`config.mk`:
```
export PLATFORM = sky130hd
export DESIGN_NAME = ook_pulse_duration_capture_unit
export DESIGN_NICKNAME = d
export VERILOG_FILES = /design/src/rtl/ookpd_pkg.sv /design/src/rtl/ookpd_cfg.sv /design/src/rtl/ookpd_in_stage.sv /design/src/rtl/ookpd_core.sv /design/src/rtl/ook_pulse_duration_capture_unit.sv
export SDC_FILE = /design/constraint.sdc
export NUM_CORES = 1
export LEC_CHECK = 0
export BUFFER_PORTS_ARGS = -buffer_cell sky130_fd_sc_hd__buf_2
export CELL_PAD_IN_SITES_DETAIL_PLACEMENT = 1
export CELL_PAD_IN_SITES_GLOBAL_PLACEMENT = 1
export CORE_MARGIN = 2
export CORE_UTILIZATION = 45
export CTS_BUF_LIST = sky130_fd_sc_hd__clkbuf_4
export CTS_CLUSTER_DIAMETER = 100
export CTS_CLUSTER_SIZE = 40
export DETAILED_ROUTE_END_ITERATION = 8
export PLACE_DENSITY = 0.83
export SLEW_MARGIN = 20
export SYNTH_ARGS = -nofsm -noshare
export SYNTH_HDL_FRONTEND = slang
export SYNTH_SLANG_ARGS = --single-unit
```
`constraint.sdc`:
```
create_clock -name clk -period 6.4 [get_ports clk]
set_input_delay 0 -clock clk [delete_from_list [all_inputs] [get_ports clk]]
set_output_delay 0 -clock clk [all_outputs]
set_load 0.01 [all_outputs]
```
`src/rtl/ookpd_pkg.sv`:
```
// ----------------------------------------------------------------------------
// ookpd_pkg
// shared types and constants for the ook pulse duration capture unit
// ----------------------------------------------------------------------------
package ookpd_pkg;

  localparam int TICK_W   = 25;
  localparam int MAXDUR_W = 15;
  localparam int DUR_W    = 16;
  localparam int IDX_W    = 11;
  localparam int CNT_OUT_W = 12;
  localparam int ADDR_W   = 4;
  localparam int DATA_W   = 32;

  localparam logic [TICK_W-1:0]   TICK_SAT          = {TICK_W{1'b1}};
  localparam logic [MAXDUR_W-1:0] MAX_DURATION_RST  = 15'd32000;
  localparam logic [TICK_W-1:0]   SILENCE_LIMIT_RST = 25'd250000;
  localparam logic [TICK_W-1:0]   LISTEN_LIMIT_RST  = 25'd30000000;

  // register indexes, taken from paddr[3:2]
  localparam logic [1:0] REG_MAX_DURATION  = 2'd0;
  localparam logic [1:0] REG_SILENCE_LIMIT = 2'd1;
  localparam logic [1:0] REG_LISTEN_LIMIT  = 2'd2;

  // input word function codes
  localparam logic FUNC_TICK  = 1'b0;
  localparam logic FUNC_START = 1'b1;

  typedef enum logic [1:0] {
    END_FULL    = 2'd0,
    END_SILENCE = 2'd1,
    END_LISTEN  = 2'd2,
    END_ABORT   = 2'd3
  } end_reason_t;

  typedef struct packed {
    logic [MAXDUR_W-1:0] max_duration;
    logic [TICK_W-1:0]   silence_limit;
    logic [TICK_W-1:0]   listen_limit;
  } cfg_t;

  typedef struct packed {
    logic func;
    logic level;
    logic abort_btn;
  } item_t;

  typedef struct packed {
    logic                    sample_valid;
    logic signed [DUR_W-1:0] duration;
    logic [IDX_W-1:0]        sample_index;
    logic                    ended;
    end_reason_t             end_reason;
    logic [CNT_OUT_W-1:0]    sample_count;
    logic                    got_signal;
  } result_t;

endpackage

```
`src/rtl/ookpd_cfg.sv`:
```
// ----------------------------------------------------------------------------
// ookpd_cfg
// apb-style register file: cap and the two end-of-capture limits
// ----------------------------------------------------------------------------
module ookpd_cfg (
  input  logic                          clk,
  input  logic                          rst_n,
  input  logic                          psel,
  input  logic                          penable,
  input  logic                          pwrite,
  input  logic [ookpd_pkg::ADDR_W-1:0]  paddr,
  input  logic [ookpd_pkg::DATA_W-1:0]  pwdata,
  output logic [ookpd_pkg::DATA_W-1:0]  prdata,
  output logic                          pready,
  output ookpd_pkg::cfg_t               cfg
);
  import ookpd_pkg::*;

  cfg_t       cfg_r;
  logic       wr_en;
  logic [1:0] reg_idx;

  assign pready  = 1'b1;
  assign reg_idx = paddr[3:2];
  assign wr_en   = psel && penable && pwrite && pready;

  always_ff @(posedge clk) begin
    if (!rst_n) begin
      cfg_r.max_duration  <= MAX_DURATION_RST;
      cfg_r.silence_limit <= SILENCE_LIMIT_RST;
      cfg_r.listen_limit  <= LISTEN_LIMIT_RST;
    end else if (wr_en) begin
      case (reg_idx)
        REG_MAX_DURATION:  cfg_r.max_duration  <= pwdata[MAXDUR_W-1:0];
        REG_SILENCE_LIMIT: cfg_r.silence_limit <= pwdata[TICK_W-1:0];
        REG_LISTEN_LIMIT:  cfg_r.listen_limit  <= pwdata[TICK_W-1:0];
        default: ;
      endcase
    end
  end

  always_comb begin
    case (reg_idx)
      REG_MAX_DURATION:  prdata = {{(DATA_W-MAXDUR_W){1'b0}}, cfg_r.max_duration};
      REG_SILENCE_LIMIT: prdata = {{(DATA_W-TICK_W){1'b0}}, cfg_r.silence_limit};
      REG_LISTEN_LIMIT:  prdata = {{(DATA_W-TICK_W){1'b0}}, cfg_r.listen_limit};
      default:           prdata = '0;
    endcase
  end

  assign cfg = cfg_r;

endmodule

```
`src/rtl/ookpd_in_stage.sv`:
```
// ----------------------------------------------------------------------------
// ookpd_in_stage
// input register holding one word until the core takes it
// ----------------------------------------------------------------------------
module ookpd_in_stage (
  input  logic            clk,
  input  logic            rst_n,
  input  logic            in_valid,
  output logic            in_stall,
  input  ookpd_pkg::item_t in_item,
  input  logic            take,
  output logic            item_valid,
  output ookpd_pkg::item_t item
);
  import ookpd_pkg::*;

  logic  valid_r;
  item_t item_r;
  logic  load;

  assign in_stall = valid_r && !take;
  assign load     = in_valid && !in_stall;

  always_ff @(posedge clk) begin
    if (!rst_n) begin
      valid_r <= 1'b0;
    end else if (load) begin
      valid_r <= 1'b1;
    end else if (take) begin
      valid_r <= 1'b0;
    end
  end

  // payload, no reset needed
  always_ff @(posedge clk) begin
    if (load) begin
      item_r <= in_item;
    end
  end

  assign item_valid = valid_r;
  assign item       = item_r;

endmodule

```
`src/rtl/ookpd_core.sv`:
```
// ----------------------------------------------------------------------------
// ookpd_core
// capture state, per-word update and the result register
// ----------------------------------------------------------------------------
module ookpd_core #(
  parameter int BUF_DEPTH = 2048
) (
  input  logic               clk,
  input  logic               rst_n,
  input  ookpd_pkg::cfg_t    cfg,
  input  logic               item_valid,
  input  ookpd_pkg::item_t   item,
  output logic               take,
  output logic               out_valid,
  input  logic               out_stall,
  output ookpd_pkg::result_t res
);
  import ookpd_pkg::*;

  localparam int CNT_W = $clog2(BUF_DEPTH + 1);

  // capture state
  logic              capturing_r, capturing_nxt;
  logic              last_level_r, last_level_nxt;
  logic [TICK_W-1:0] ticks_r, ticks_nxt;
  logic              edge_seen_r, edge_seen_nxt;
  logic [CNT_W-1:0]  count_r, count_nxt;

  logic              out_valid_r, out_valid_nxt;
  result_t           res_r, res_nxt;

  logic              tick_act;
  logic              lvl_change;
  logic [TICK_W-1:0] ticks_inc;
  logic [MAXDUR_W-1:0] dur_cap;
  logic [DUR_W-1:0]  dur_mag;
  logic              is_full, is_silent, is_listen_out, end_now;
  logic [31:0]       idx_ext, cnt_ext;

  assign take = item_valid && (!out_valid_r || !out_stall);

  always_comb begin
    tick_act  = take && (item.func == FUNC_TICK) && capturing_r;
    ticks_inc = (ticks_r == TICK_SAT) ? ticks_r : ticks_r + 1'b1;
    lvl_change = item.level != last_level_r;

    if (ticks_inc > {{(TICK_W-MAXDUR_W){1'b0}}, cfg.max_duration}) begin
      dur_cap = cfg.max_duration;
    end else begin
      dur_cap = ticks_inc[MAXDUR_W-1:0];
    end
    dur_mag = {1'b0, dur_cap};

    capturing_nxt  = capturing_r;
    last_level_nxt = last_level_r;
    ticks_nxt      = ticks_r;
    edge_seen_nxt  = edge_seen_r;
    count_nxt      = count_r;

    if (take && item.func == FUNC_START) begin
      capturing_nxt  = 1'b1;
      last_level_nxt = item.level;
      ticks_nxt      = '0;
      edge_seen_nxt  = 1'b0;
      count_nxt      = '0;
    end else if (tick_act) begin
      ticks_nxt = ticks_inc;
      if (lvl_change) begin
        count_nxt      = count_r + 1'b1;
        ticks_nxt      = '0;
        last_level_nxt = item.level;
        edge_seen_nxt  = 1'b1;
      end
    end

    // end checks in priority order: full, silence, listen, abort
    is_full       = count_nxt >= CNT_W'(BUF_DEPTH);
    is_silent     = edge_seen_nxt && (ticks_nxt > cfg.silence_limit);
    is_listen_out = !edge_seen_nxt && (ticks_nxt > cfg.listen_limit);
    end_now       = is_full || is_silent || is_listen_out || item.abort_btn;

    if (tick_act && end_now) begin
      capturing_nxt = 1'b0;
    end

    idx_ext = 32'(count_r);
    cnt_ext = 32'(count_nxt);

    res_nxt.sample_valid = lvl_change;
    res_nxt.duration     = lvl_change ?
                           (last_level_r ? dur_mag : (16'd0 - dur_mag)) : '0;
    res_nxt.sample_index = lvl_change ? idx_ext[IDX_W-1:0] : '0;
    res_nxt.ended        = end_now;
    if (is_full) begin
      res_nxt.end_reason = END_FULL;
    end else if (is_silent) begin
      res_nxt.end_reason = END_SILENCE;
    end else if (is_listen_out) begin
      res_nxt.end_reason = END_LISTEN;
    end else if (item.abort_btn) begin
      res_nxt.end_reason = END_ABORT;
    end else begin
      res_nxt.end_reason = END_FULL;
    end
    res_nxt.sample_count = cnt_ext[CNT_OUT_W-1:0];
    res_nxt.got_signal   = count_nxt != '0;

    // a word leaves only for an edge or an end of capture
    if (take) begin
      out_valid_nxt = tick_act && (lvl_change || end_now);
    end else if (!out_stall) begin
      out_valid_nxt = 1'b0;
    end else begin
      out_valid_nxt = out_valid_r;
    end
  end

  always_ff @(posedge clk) begin
    if (!rst_n) begin
      capturing_r  <= 1'b0;
      last_level_r <= 1'b0;
      ticks_r      <= '0;
      edge_seen_r  <= 1'b0;
      count_r      <= '0;
      out_valid_r  <= 1'b0;
    end else begin
      capturing_r  <= capturing_nxt;
      last_level_r <= last_level_nxt;
      ticks_r      <= ticks_nxt;
      edge_seen_r  <= edge_seen_nxt;
      count_r      <= count_nxt;
      out_valid_r  <= out_valid_nxt;
    end
  end

  always_ff @(posedge clk) begin
    if (take) begin
      res_r <= res_nxt;
    end
  end

  assign out_valid = out_valid_r;
  assign res       = res_r;

endmodule

```
`src/rtl/ook_pulse_duration_capture_unit.sv`:
```
// ----------------------------------------------------------------------------
// ook_pulse_duration_capture_unit
// raw ook pulse width capture: turns start and microsecond tick words into
// signed pulse durations and an end-of-capture report
// ----------------------------------------------------------------------------
//
//  channel   | direction | handshake          | payload
//  ----------+-----------+--------------------+--------------------------------
//  in_*      | input     | in_valid/in_stall  | func, level, abort
//  out_*     | output    | out_valid/out_stall| sample_valid, duration, index,
//            |           |                    | ended, end_reason, count, got
//  apb       | input     | psel/penable       | max_duration, silence_limit,
//            |           |                    | listen_limit at 0x0/0x4/0x8
//
//  one word is taken every cycle unless the result register is full and stalled;
//  a word waits in the input register until taken, and its result is written to
//  the result register (out_valid rises in the cycle after the take if it yields a result)
//  the per-word update is a 25-bit saturating increment and four compares,
//  all between the input register and the result register
//  rst_n (synchronous) clears capture state and both stage valids and
//  restores the register defaults; no clearing pass is needed
//  out_stall holds the result register; the input register still takes the
//  next word and waits, so in_stall rises only when both stages are full
//
module ook_pulse_duration_capture_unit #(
  parameter int BUF_DEPTH = 2048
) (
  input  logic                                  clk,
  input  logic                                  rst_n,
  // input channel
  input  logic                                  in_valid,
  output logic                                  in_stall,
  input  logic                                  in_func,
  input  logic                                  in_level,
  input  logic                                  in_abort,
  // result channel
  output logic                                  out_valid,
  input  logic                                  out_stall,
  output logic                                  out_sample_valid,
  output logic signed [ookpd_pkg::DUR_W-1:0]    out_duration,
  output logic [ookpd_pkg::IDX_W-1:0]           out_sample_index,
  output logic                                  out_ended,
  output logic [1:0]                            out_end_reason,
  output logic [ookpd_pkg::CNT_OUT_W-1:0]       out_sample_count,
  output logic                                  out_got_signal,
  // configuration port
  input  logic                                  psel,
  input  logic                                  penable,
  input  logic                                  pwrite,
  input  logic [ookpd_pkg::ADDR_W-1:0]          paddr,
  input  logic [ookpd_pkg::DATA_W-1:0]          pwdata,
  output logic [ookpd_pkg::DATA_W-1:0]          prdata,
  output logic                                  pready
);
  import ookpd_pkg::*;

  cfg_t    cfg;
  item_t   in_item;
  item_t   item;
  logic    item_valid;
  logic    take;
  result_t res;

  assign in_item.func      = in_func;
  assign in_item.level     = in_level;
  assign in_item.abort_btn = in_abort;

  // register file
  ookpd_cfg u_cfg (
    .clk     (clk),
    .rst_n   (rst_n),
    .psel    (psel),
    .penable (penable),
    .pwrite  (pwrite),
    .paddr   (paddr),
    .pwdata  (pwdata),
    .prdata  (prdata),
    .pready  (pready),
    .cfg     (cfg)
  );

  // input register
  ookpd_in_stage u_in (
    .clk        (clk),
    .rst_n      (rst_n),
    .in_valid   (in_valid),
    .in_stall   (in_stall),
    .in_item    (in_item),
    .take       (take),
    .item_valid (item_valid),
    .item       (item)
  );

  // capture state machine step and result register
  ookpd_core #(
    .BUF_DEPTH (BUF_DEPTH)
  ) u_core (
    .clk        (clk),
    .rst_n      (rst_n),
    .cfg        (cfg),
    .item_valid (item_valid),
    .item       (item),
    .take       (take),
    .out_valid  (out_valid),
    .out_stall  (out_stall),
    .res        (res)
  );

  assign out_sample_valid = res.sample_valid;
  assign out_duration     = res.duration;
  assign out_sample_index = res.sample_index;
  assign out_ended        = res.ended;
  assign out_end_reason   = res.end_reason;
  assign out_sample_count = res.sample_count;
  assign out_got_signal   = res.got_signal;

  // a word goes out only for an edge or an end of capture
  a_word_has_cause: assert property (@(posedge clk) disable iff (!rst_n)
    out_valid |-> (out_sample_valid || out_ended))
    else $error("result word with neither sample nor end");

  // no sample means duration and index are zero
  a_empty_sample_zero: assert property (@(posedge clk) disable iff (!rst_n)
    (out_valid && !out_sample_valid) |-> (out_duration == '0 && out_sample_index == '0))
    else $error("nonzero duration or index without a sample");

  // a sample implies the capture has signal
  a_sample_got_signal: assert property (@(posedge clk) disable iff (!rst_n)
    (out_valid && out_sample_valid) |-> out_got_signal)
    else $error("sample reported without got_signal");

  // end reason stays zero while capture continues
  a_reason_idle: assert property (@(posedge clk) disable iff (!rst_n)
    (out_valid && !out_ended) |-> (out_end_reason == END_FULL))
    else $error("end reason set without end of capture");

endmodule
```
==> impl_metrics.ini, run 1 <==
[placement]
gp_congestion = 0.903
dpl.hpwl_um = 21800
io_buffers = 107
dp.cells = 1494

[min_path]
hp-start = psel
holdPathEnd = u_cfg.cfg[10]
hold_path.class = in -> reg
worstHoldPathCells = 5

[die]
row_count = 53
coreArea_mm2 = 0.0209
design.portCount = 125
die_width_um = 150
dieHeight_um = 150
initial_core_util_pct = 45.6
die_area_mm2 = 0.0224

[synthesis]
syn_area_mm2 = 0.00953
seq_area_frac_synth_pct = 37.3
synth_flop_cell = dfxtp_1
ys_ff_latch = 154
yosysWarnings = 0
synth_edf_count = 47
synth.distinct_cells = 71
synthCells = 1145
synthArstFlopShare_pct = 0
synth.avg_cell_area_um2 = 8.32

[worst_setup_path]
startpoint_type = register
crit_top_cell = mux2i_1
critPathKind = reg -> reg
path_delay_family = simple AND/OR/NAND/NOR gates
slowest_delay_ns = 0.58
end_kind = register
crit_chain = nand4_1 -> nor4_1 -> buf_4 -> a31oi_1 -> xor2_1 -> ha_1 -> nand2_1 -> a211oi_1 -> o41ai_1 -> a21boi_0 -> o31ai_1 -> and2_1 -> mux2i_1 -> ha_1 -> nor3b_1 -> mux2i_1 -> nor2_1 -> a21o_1 -> mux2i_1 -> a21oi_1 -> mux2_2
r2r-start = u_core.ticks_r[16]
slowest_stage = dfxtp_1
reg2reg_depth = 21
reg2reg_slack_ns = 0.66
critPathBufInv = 1
path_max_fanout = 12
required_ns = 6.75
cp.arrival_ns = 6.09
r2r-end = u_core.res[41]

[detailed_routing]
drc_errors = 0
vias_per_cell = 5.75
firstDrtPassIters = 5
antenna_left = 0
drt_iter0_drc = 524
wirelength_um = 29600
wire_per_inst_um = 18.9
vias = 9005

[layout]
syn2layout_area_growth_pct = 16.5
drive_gt1_share_pct = 15.1
postLayoutCoreUtil_pct = 53.1
fin_nets = 1392
finalNonFillerCells = 1567

[cts]
cts.sinks = 154
h-tree-depth = 4
holdBufCountCts = 39
postCtsSetupBuffers = 0
clkLatencyLatePin_ns = 0.59
cts_made_buffers = 17
path_clk_slew_ns = 0.14
cts_resized = 0
cts_tree = yes
cts-root-buf = clkbuf_4
clk_path_buf_depth = 2

[sta]
finalHoldViolations = 0
period_needed_ns = 5.74
worstMarginPinSlew_ns = 1.06
rsz0062_at_grt = false
slew_headroom_pct = 28.8
setup_viol = 0
fmax_mhz = 174
fin_hold_ws_ns = 0.0305
post-route-period-util_pct = 89.7
slew_viol_final = 0
finalSetupTns_ns = 0
finClkSkew_ns = 0.0292

[grt]
grt.total_usage_pct = 26.9
grt_pass1_wl_um = 47400
first_global_vias = 8997
antenna_found_initial = 1
overflow = 0
grt_max_degree = 63

[run]
drv_cap = 0

[power_and_ir_drop]
power.leakage_nw = 4.78
peakVddDrop_v = 0.000112
p_per_area_mw_per_mm2 = 175

[status]
status = completed
## worst reg2reg max path, stage by stage, from the launching register on
cell,delay (ns)
dfxtp_1,0.58
nand4_1,0.27
nor4_1,0.33
buf_4,0.21
a31oi_1,0.21
xor2_1,0.41
ha_1,0.33
nand2_1,0.09
a211oi_1,0.05
o41ai_1,0.34
a21boi_0,0.14
o31ai_1,0.32
and2_1,0.23
mux2i_1,0.25
ha_1,0.29
nor3b_1,0.22
mux2i_1,0.19
nor2_1,0.27
a21o_1,0.16
mux2i_1,0.09
a21oi_1,0.19
mux2_2,0.35
## cells in the mapped netlist (2+ instances only)
master    instances  area, um^2
a211oi_1         11        82.6
a21o_1           14         105
a21oi_1          73         365
a22o_1           13         114
a31oi_1           8        50.1
a41oi_1           4        35.0
and2_1           26         163
and3_1           17         106
and4_1            4        35.0
buf_1             3        11.3
buf_2             7        35.0
buf_4            11        82.6
clkbuf_1         48         180
conb_1            2        7.51
dfxtp_1         107        2140
edfxtp_1         47        1410
ha_1             69         863
inv_1            78         293
mux2_2            3        33.8
mux2i_1          29         290
mux4_2            2        45.0
nand2_1         169         634
nand2b_1          4        25.0
nand3_1          36         180
nand3b_1          2        15.0
nand4_1          27         169
nand4_2           2        25.0
nor2_1           76         285
nor2b_1          19         119
nor3_1           36         180
nor3b_1           4        30.0
nor4_1           15        93.8
o211ai_1         28         210
o21a_1            5        37.5
o21ai_0          56         280
o31ai_1          12        90.1
o41ai_1           2        17.5
or3_1             5        31.3
or4_1             6        45.0
xnor2_1          14         123
xor2_1           21         184
## power breakdown
group,internal (mW),switching [mW],total [mW]
Clock,0.326,0.399,0.725
Sequential,1.03,0.0110,1.04
Combinational,0.0725,0.110,0.182
## state kept, by name, summed over array words and instances, names as in the netlist, 3 cells and up
signal / cells
u_cfg.cfg: 65
u_core.res: 44
u_core.ticks_r: 25
u_core.count_r: 12
u_in.item: 3
## worst max path at each step
stage,end,cells after the start,start,slack (ns)
2_1_floorplan,u_core.res[39],24,u_core.ticks_r[1],0.92
5_1_grt,u_core.res[41],21,u_core.ticks_r[16],0.02
3_3_place_gp,u_core.res[39],21,u_core.ticks_r[16],0.96
3_5_place_dp,u_core.res[41],21,u_core.ticks_r[16],0.69
4_1_cts,u_core.res[41],21,u_core.ticks_r[16],0.60
6_report,u_core.res[41],21,u_core.ticks_r[16],0.66
## through the flow
step	setup slack [ns]	instance area, um^2	power (mW)
final	0.658	11100	1.94
after detailed placement	0.693	10400	1.22
after global placement	0.964	10400	1.22
after global routing	0.0199	11100	2.02
after CTS	0.604	11100	1.96
after floorplan	0.919	9550	1.16
## metal layers
layer	GRT usage [%]	wire length, um	vias to the layer above
met5	0	0	-
met4	8.29	584	0
met3	3.48	1560	36
met2	44.1	14000	255
met1	37.0	13500	4409
li1	-	-	4305
## area by class of cell
type                       instances  area (um^2)
fill                            2559         9790
multi-input combinational        845         5380
sequential                       154         3550
timing repair buffer             179         1170
tap                              275          344
inverter                          80          300
clock inverter                    14          209
clock buffer                      18          135
antenna                            2         5.00
## placed cells by master, fill, tap and decap left out, types with 29 or more instances in the layout
master	instances
ha_1	69
nand2_1	169
nor3_1	35
nand3_1	36
o21ai_0	55
edfxtp_1	47
buf_2	107
mux2i_1	29
nor2_1	76
inv_1	77
dfxtp_1	107
a21oi_1	73
dlygate4sd3_1	39
buf_4	33
## cell families after synthesis
| kind of cell | after synthesis | synth area share (%) |
|---|---|---|
| other cells | 2 | 0.0788 |
| compound gates | 242 | 16.4 |
| buf+inv | 152 | 6.72 |
| xor+xnor | 35 | 3.22 |
| fa+ha+maj | 69 | 9.06 |
| simple gates | 457 | 23.4 |
| flops | 154 | 37.3 |
| mux | 34 | 3.87 |
(Power assumes the default switching activity.)
==> run 2: changes to the inputs <==
- REMOVE_ABC_BUFFERS: default -> 1
==> run 2 against run 1 <==
Effect of this change: cell area fell by 1.2%; combinational power about the same; non-clock buffer count is 11 lower; clock skew rose by 0.0065 ns; maximum frequency shrank 0.82%; first-iteration DRC count fell by 6.1%; register-to-register slack worse by 0.05 ns; flip-flop and latch count unchanged; power is 5.1% lower; count of clock-buffer cells in the layout down 1; highest routed layer unchanged.
==> impl_metrics.ini, run 2 (synthesis gave the netlist of run 1 again) <==
[die]
die_area_mm2 = 0.0224
die_width_um = 150
design.portCount = 125
coreArea_mm2 = 0.0209
row_count = 53
dieHeight_um = 150
initial_core_util_pct = 45.6

[detailed_routing]
top_layer = met4
wirelength_um = 29100
drt_iter0_drc = 492
vias_per_cell = 5.72
antenna_left = 0
drt-met1-wl_um = 13500
drc_errors = 0
vias = 8899
route.met2.wl_um = 13700
firstDrtPassIters = 5
wire_per_inst_um = 18.7
dr_wl_met3_um = 1260

[worst_setup_path]
critPathBufInv = 1
path_max_fanout = 12
slowest_delay_ns = 0.59
critPathKind = reg -> reg
r2r-end = u_core.res[39]
path_depth = 21
reg2reg_depth = 21
slowest_stage = dfxtp_1
cp-startpoint = u_core.ticks_r[16]
cp.arrival_ns = 6.16
crit_chain = nand4_1 -> nor4_1 -> buf_4 -> a31oi_1 -> xor2_1 -> ha_1 -> nand2_1 -> a211oi_1 -> o41ai_1 -> a21boi_0 -> o31ai_1 -> and2_1 -> mux2i_1 -> ha_1 -> nor3b_1 -> mux2i_1 -> nor2_1 -> and2_1 -> nand2_1 -> o211ai_1 -> mux2_2
required_ns = 6.77
end_kind = register
r2r-start = u_core.ticks_r[16]
critPathCapture = u_core.res[39]
path_delay_family = simple AND/OR/NAND/NOR gates
reg2reg_slack_ns = 0.61
startpoint_type = register

[layout]
largest_reg_flops = 65
drive_gt1_share_pct = 14.9
fin_nets = 1381
fin_area_mm2 = 0.0110
syn2layout_area_growth_pct = 15.1
layout_commonest_cell = nand2_1
layout_common_cells = nand2_1 (169), buf_2 (107), dfxtp_1 (107)

[grt]
antenna_found_initial = 1
overflow = 0
grt_pass1_wl_um = 46500
grt_max_degree = 63
grt.total_usage_pct = 26.4
first_global_vias = 8997

[cts]
cts_made_buffers = 17
cts.sinks = 154
h-tree-depth = 4
cts_tree = yes
clkLatencyLatePin_ns = 0.61
path_clk_slew_ns = 0.17
clk_path_buf_depth = 2
cts-root-buf = clkbuf_4
postCtsSetupBuffers = 0

[sta]
fin_hold_ws_ns = 0.0775
worstMarginPinSlew_ns = 1.10
slew_headroom_pct = 26.7
period_needed_ns = 5.79
fmax_mhz = 173
setup_slack_ns = 0.610
post-route-period-util_pct = 90.5
finClkSkew_ns = 0.0357
finalHoldViolations = 0
slew_viol_final = 0
setup_viol = 0
rsz0062_at_grt = false
finalSetupTns_ns = 0

[power_and_ir_drop]
p_per_area_mw_per_mm2 = 168
power.leakage_nw = 4.71
peakVddDrop_v = 0.0000849

[run]
drv_cap = 0

[min_path]
hold_path.class = in -> reg

[status]
status = completed

[placement]
gp_congestion = 0.970
io_buffers = 107
dpl_cell_area_mm2 = 0.0103
dpl.hpwl_um = 21700
pre_cts_ws_ns = 0.646
==> run 2: how the worst min path moves through the flow <==
stage             from             to  depth (start not counted)  slack, ns
6_report        pwrite   u_cfg.cfg[3]                          5       0.08
5_1_grt         pwrite  u_cfg.cfg[28]                          5       0.09
4_1_cts         pwrite   u_cfg.cfg[2]                          5       0.02
3_5_place_dp   in_func   u_in.item[2]                          1       0.18
3_3_place_gp   in_func   u_in.item[2]                          1       0.18
2_1_floorplan    rst_n  u_cfg.cfg[14]                          1       0.09
==> run 2: tightest hold or removal path: cells and delay by family <==
family	cells	cell delay (ns)
simple gates	3	0.50
compound gates	1	0.05
buf+inv	1	0.11
==> run 2: routing by layer <==
metal,global-route usage (%),vias up
met5,0,-
met4,9.00,0
li1,-,4292
met2,43.9,225
met1,35.7,4343
met3,3.26,39
==> run 2: where the power goes <==
group / total [mW] / internal, mW / switching [mW]
registers: 1.04 / 1.03 / 0.0112
logic: 0.180 / 0.0706 / 0.110
clock network: 0.626 / 0.184 / 0.442
==> run 2: stage by stage <==
stage          std cells  power [mW]  util (%)
6_report            1555        1.84      52.5
5_1_grt             1555        1.92      52.5
4_1_cts             1554        1.86      52.4
3_5_place_dp        1488        1.22      49.4
3_3_place_gp        1488        1.22      49.4
2_1_floorplan       1079        1.14         -
==> run 2: layout make-up <==
class	instances	area, um^2
fill	2557	9920
multi-input combinational	845	5390
sequential	154	3550
timing repair buffer	168	1080
tap	275	344
inverter	80	300
clock inverter	15	173
clock buffer	17	128
antenna	1	2.50
==> run 2: timing repair <==
action / CTS / global route
hold buffers: 34 / 0
endpoints found under the hold margin: 73 / 0
resized for setup: 0 / 0
==> run 3: changes to the inputs <==
- CORE_ASPECT_RATIO: default -> 0.7
==> run 3 against run 2 <==
Effect of this change: die area hardly changed; first-iteration DRC count is 33% higher; cell area is 0.71% higher; sequential power hardly changed; global-route usage is 2.2 points higher; non-clock buffer count is 13 higher; wire length is 7.5% higher; utilization is 0.71 points higher; worst setup slack worse by 0.099 ns; combinational power is 3% higher; hold slack better by 0.0014 ns; critical endpoint unchanged; largest power group unchanged.
==> impl_metrics.ini, run 3 (synthesis gave the netlist of run 1 again) <==
[status]
status = completed

[placement]
gp_congestion = 0.936
io_buffers = 107
dpl.hpwl_um = 23400
dpl_cell_area_mm2 = 0.0104

[sta]
setup_viol = 0
finalHoldViolations = 0
finalSetupTns_ns = 0
post-route-period-util_pct = 92.0
slew_viol_final = 0
finClkSkew_ns = 0.0274
slew_headroom_pct = 30.8
fin_hold_ws_ns = 0.0790
worstMarginPinSlew_ns = 1.04
rsz0062_at_grt = false
period_needed_ns = 5.89
fmax_mhz = 170

[layout]
largest_reg_flops = 65
drive_gt1_share_pct = 15.9
fin_area_mm2 = 0.0110
syn2layout_area_growth_pct = 15.9
nFillCells = 2545
layout_commonest_cell = nand2_1
seq_area_mm2 = 0.00355
layout_common_cells = nand2_1 (169), buf_2 (107), dfxtp_1 (107)
fin_nets = 1394
multi_input_area_mm2 = 0.00539

[power_and_ir_drop]
power.leakage_nw = 4.76
p_per_area_mw_per_mm2 = 167
power_mw = 1.85
peakVddDrop_v = 0.000108

[grt]
grt.total_usage_pct = 28.6
overflow = 0
grt_max_degree = 47
antenna_found_initial = 1
first_global_vias = 9308
grt_pass1_wl_um = 50000

[cts]
clkLatencyLatePin_ns = 0.62
cts.sinks = 154
clk_path_buf_depth = 2
cts_made_buffers = 17
cts-root-buf = clkbuf_4
path_clk_slew_ns = 0.16
cts_tree = yes
h-tree-depth = 4

[min_path]
holdPathEnd = u_cfg.cfg[57]
hold_path.class = in -> reg
hp-start = penable
worstHoldPathCells = 5

[worst_setup_path]
reg2reg_slack_ns = 0.51
reg2reg_depth = 23
crit_chain = nand4_1 -> nor4_2 -> nand2_1 -> buf_4 -> and3_1 -> nor2_1 -> ha_1 -> nor2_1 -> a211oi_1 -> o41ai_1 -> buf_4 -> a21boi_0 -> o31ai_1 -> and2_1 -> mux2i_1 -> ha_1 -> nor3b_1 -> mux2i_1 -> nor2_1 -> and2_1 -> nand2_1 -> o211ai_1 -> mux2_2
critPathBufInv = 2
startpoint_type = register
slowest_stage = nor4_2
crit_top_cell = nor2_1
required_ns = 6.80
cp.arrival_ns = 6.29
cp-startpoint = u_core.ticks_r[20]
critPathKind = reg -> reg
slowest_delay_ns = 0.69
end_kind = register
path_max_fanout = 10
r2r-end = u_core.res[39]
r2r-start = u_core.ticks_r[20]
path_delay_family = simple AND/OR/NAND/NOR gates

[die]
die_area_mm2 = 0.0224
design.portCount = 125
dieHeight_um = 126
row_count = 44
coreArea_mm2 = 0.0208
initial_core_util_pct = 45.9
die_width_um = 178

[detailed_routing]
firstDrtPassIters = 5
antenna_left = 0
wire_per_inst_um = 20.0
vias_per_cell = 5.80
drc_errors = 0
drt_iter0_drc = 653
vias = 9097
wirelength_um = 31300

[run]
drv_cap = 0
## run 3: changes by cell type in the layout (fill, tap and decap cells not counted)
cell,delta
buf_4,+14
inv_6,+3
inv_8,-3
clkinv_8,-2
dlygate4sd3_1,-2
nor3b_2,+2
nor3b_4,-2
buf_6,+1
bufinv_16,+1
clkinvlp_2,+1
clkinvlp_4,+1
inv_12,-1
nor3_2,-1
nor3_4,+1
## run 3: area by class of cell
type                    instances  share of cell area (%)
diodes                          1                  0.0227
clock buffers                  17                    1.16
clock inverters                15                    1.44
inverters                      80                    2.72
multi-input cells             845                    48.7
flip-flops and latches        154                    32.2
well taps                     276                    3.13
repair buffers                181                    10.6
## run 3: how the worst max path moves through the flow
stage                           to  slack [ns]  cells after the start
CTS                 u_core.res[41]        0.64                     23
floorplan           u_core.res[39]        0.87                     22
global route        u_core.res[33]        0.02                     23
finish              u_core.res[39]        0.51                     23
detailed placement  u_core.res[41]        0.67                     23
global placement    u_core.res[39]        0.84                     23
## run 3: routing by layer
metal / vias to the layer above / routed length (um) / share of wire, % / GRT usage (%)
met5: - / 0 / 0 / 0
met4: 0 / 704 / 2.2 / 8.68
met3: 48 / 1720 / 5.5 / 5.53
met2: 269 / 14000 / 45 / 44.7
met1: 4472 / 14900 / 47 / 40.2
li1: 4308 / - / - / -
## run 3: report_power, final
part,switching [mW],total (mW),internal (mW)
registers,0.0105,1.04,1.03
logic,0.114,0.185,0.0708
clock network,0.422,0.628,0.207
## run 3: worst reg2reg max path, cell delays in order (launching register included)
cell	delay [ns]
dfxtp_1	0.56
nand4_1	0.26
nor4_2	0.69
nand2_1	0.12
buf_4	0.20
and3_1	0.19
nor2_1	0.14
ha_1	0.28
nor2_1	0.11
a211oi_1	0.06
o41ai_1	0.32
buf_4	0.19
a21boi_0	0.08
o31ai_1	0.34
and2_1	0.23
mux2i_1	0.27
ha_1	0.24
nor3b_1	0.22
mux2i_1	0.16
nor2_1	0.25
and2_1	0.17
nand2_1	0.05
o211ai_1	0.18
mux2_2	0.35
## run 3: timing repair
action                                  in CTS  in global routing
endpoints found under the hold margin       73                  0
setup buffers                                0                  0
resized for setup                            0                  0
hold buffers                                32                  0
endpoints found under the setup margin       0                  0
## run 3: stage by stage
| step | utilization (%) | worst slack (ns) | std cells |
|---|---|---|---|
| after floorplan | - | 0.867 | 1079 |
| after global placement | 50.2 | 0.840 | 1503 |
| after detailed placement | 50.2 | 0.672 | 1503 |
| after CTS | 53.2 | 0.638 | 1567 |
| after global routing | 53.2 | 0.0174 | 1569 |
| final | 53.2 | 0.511 | 1569 |
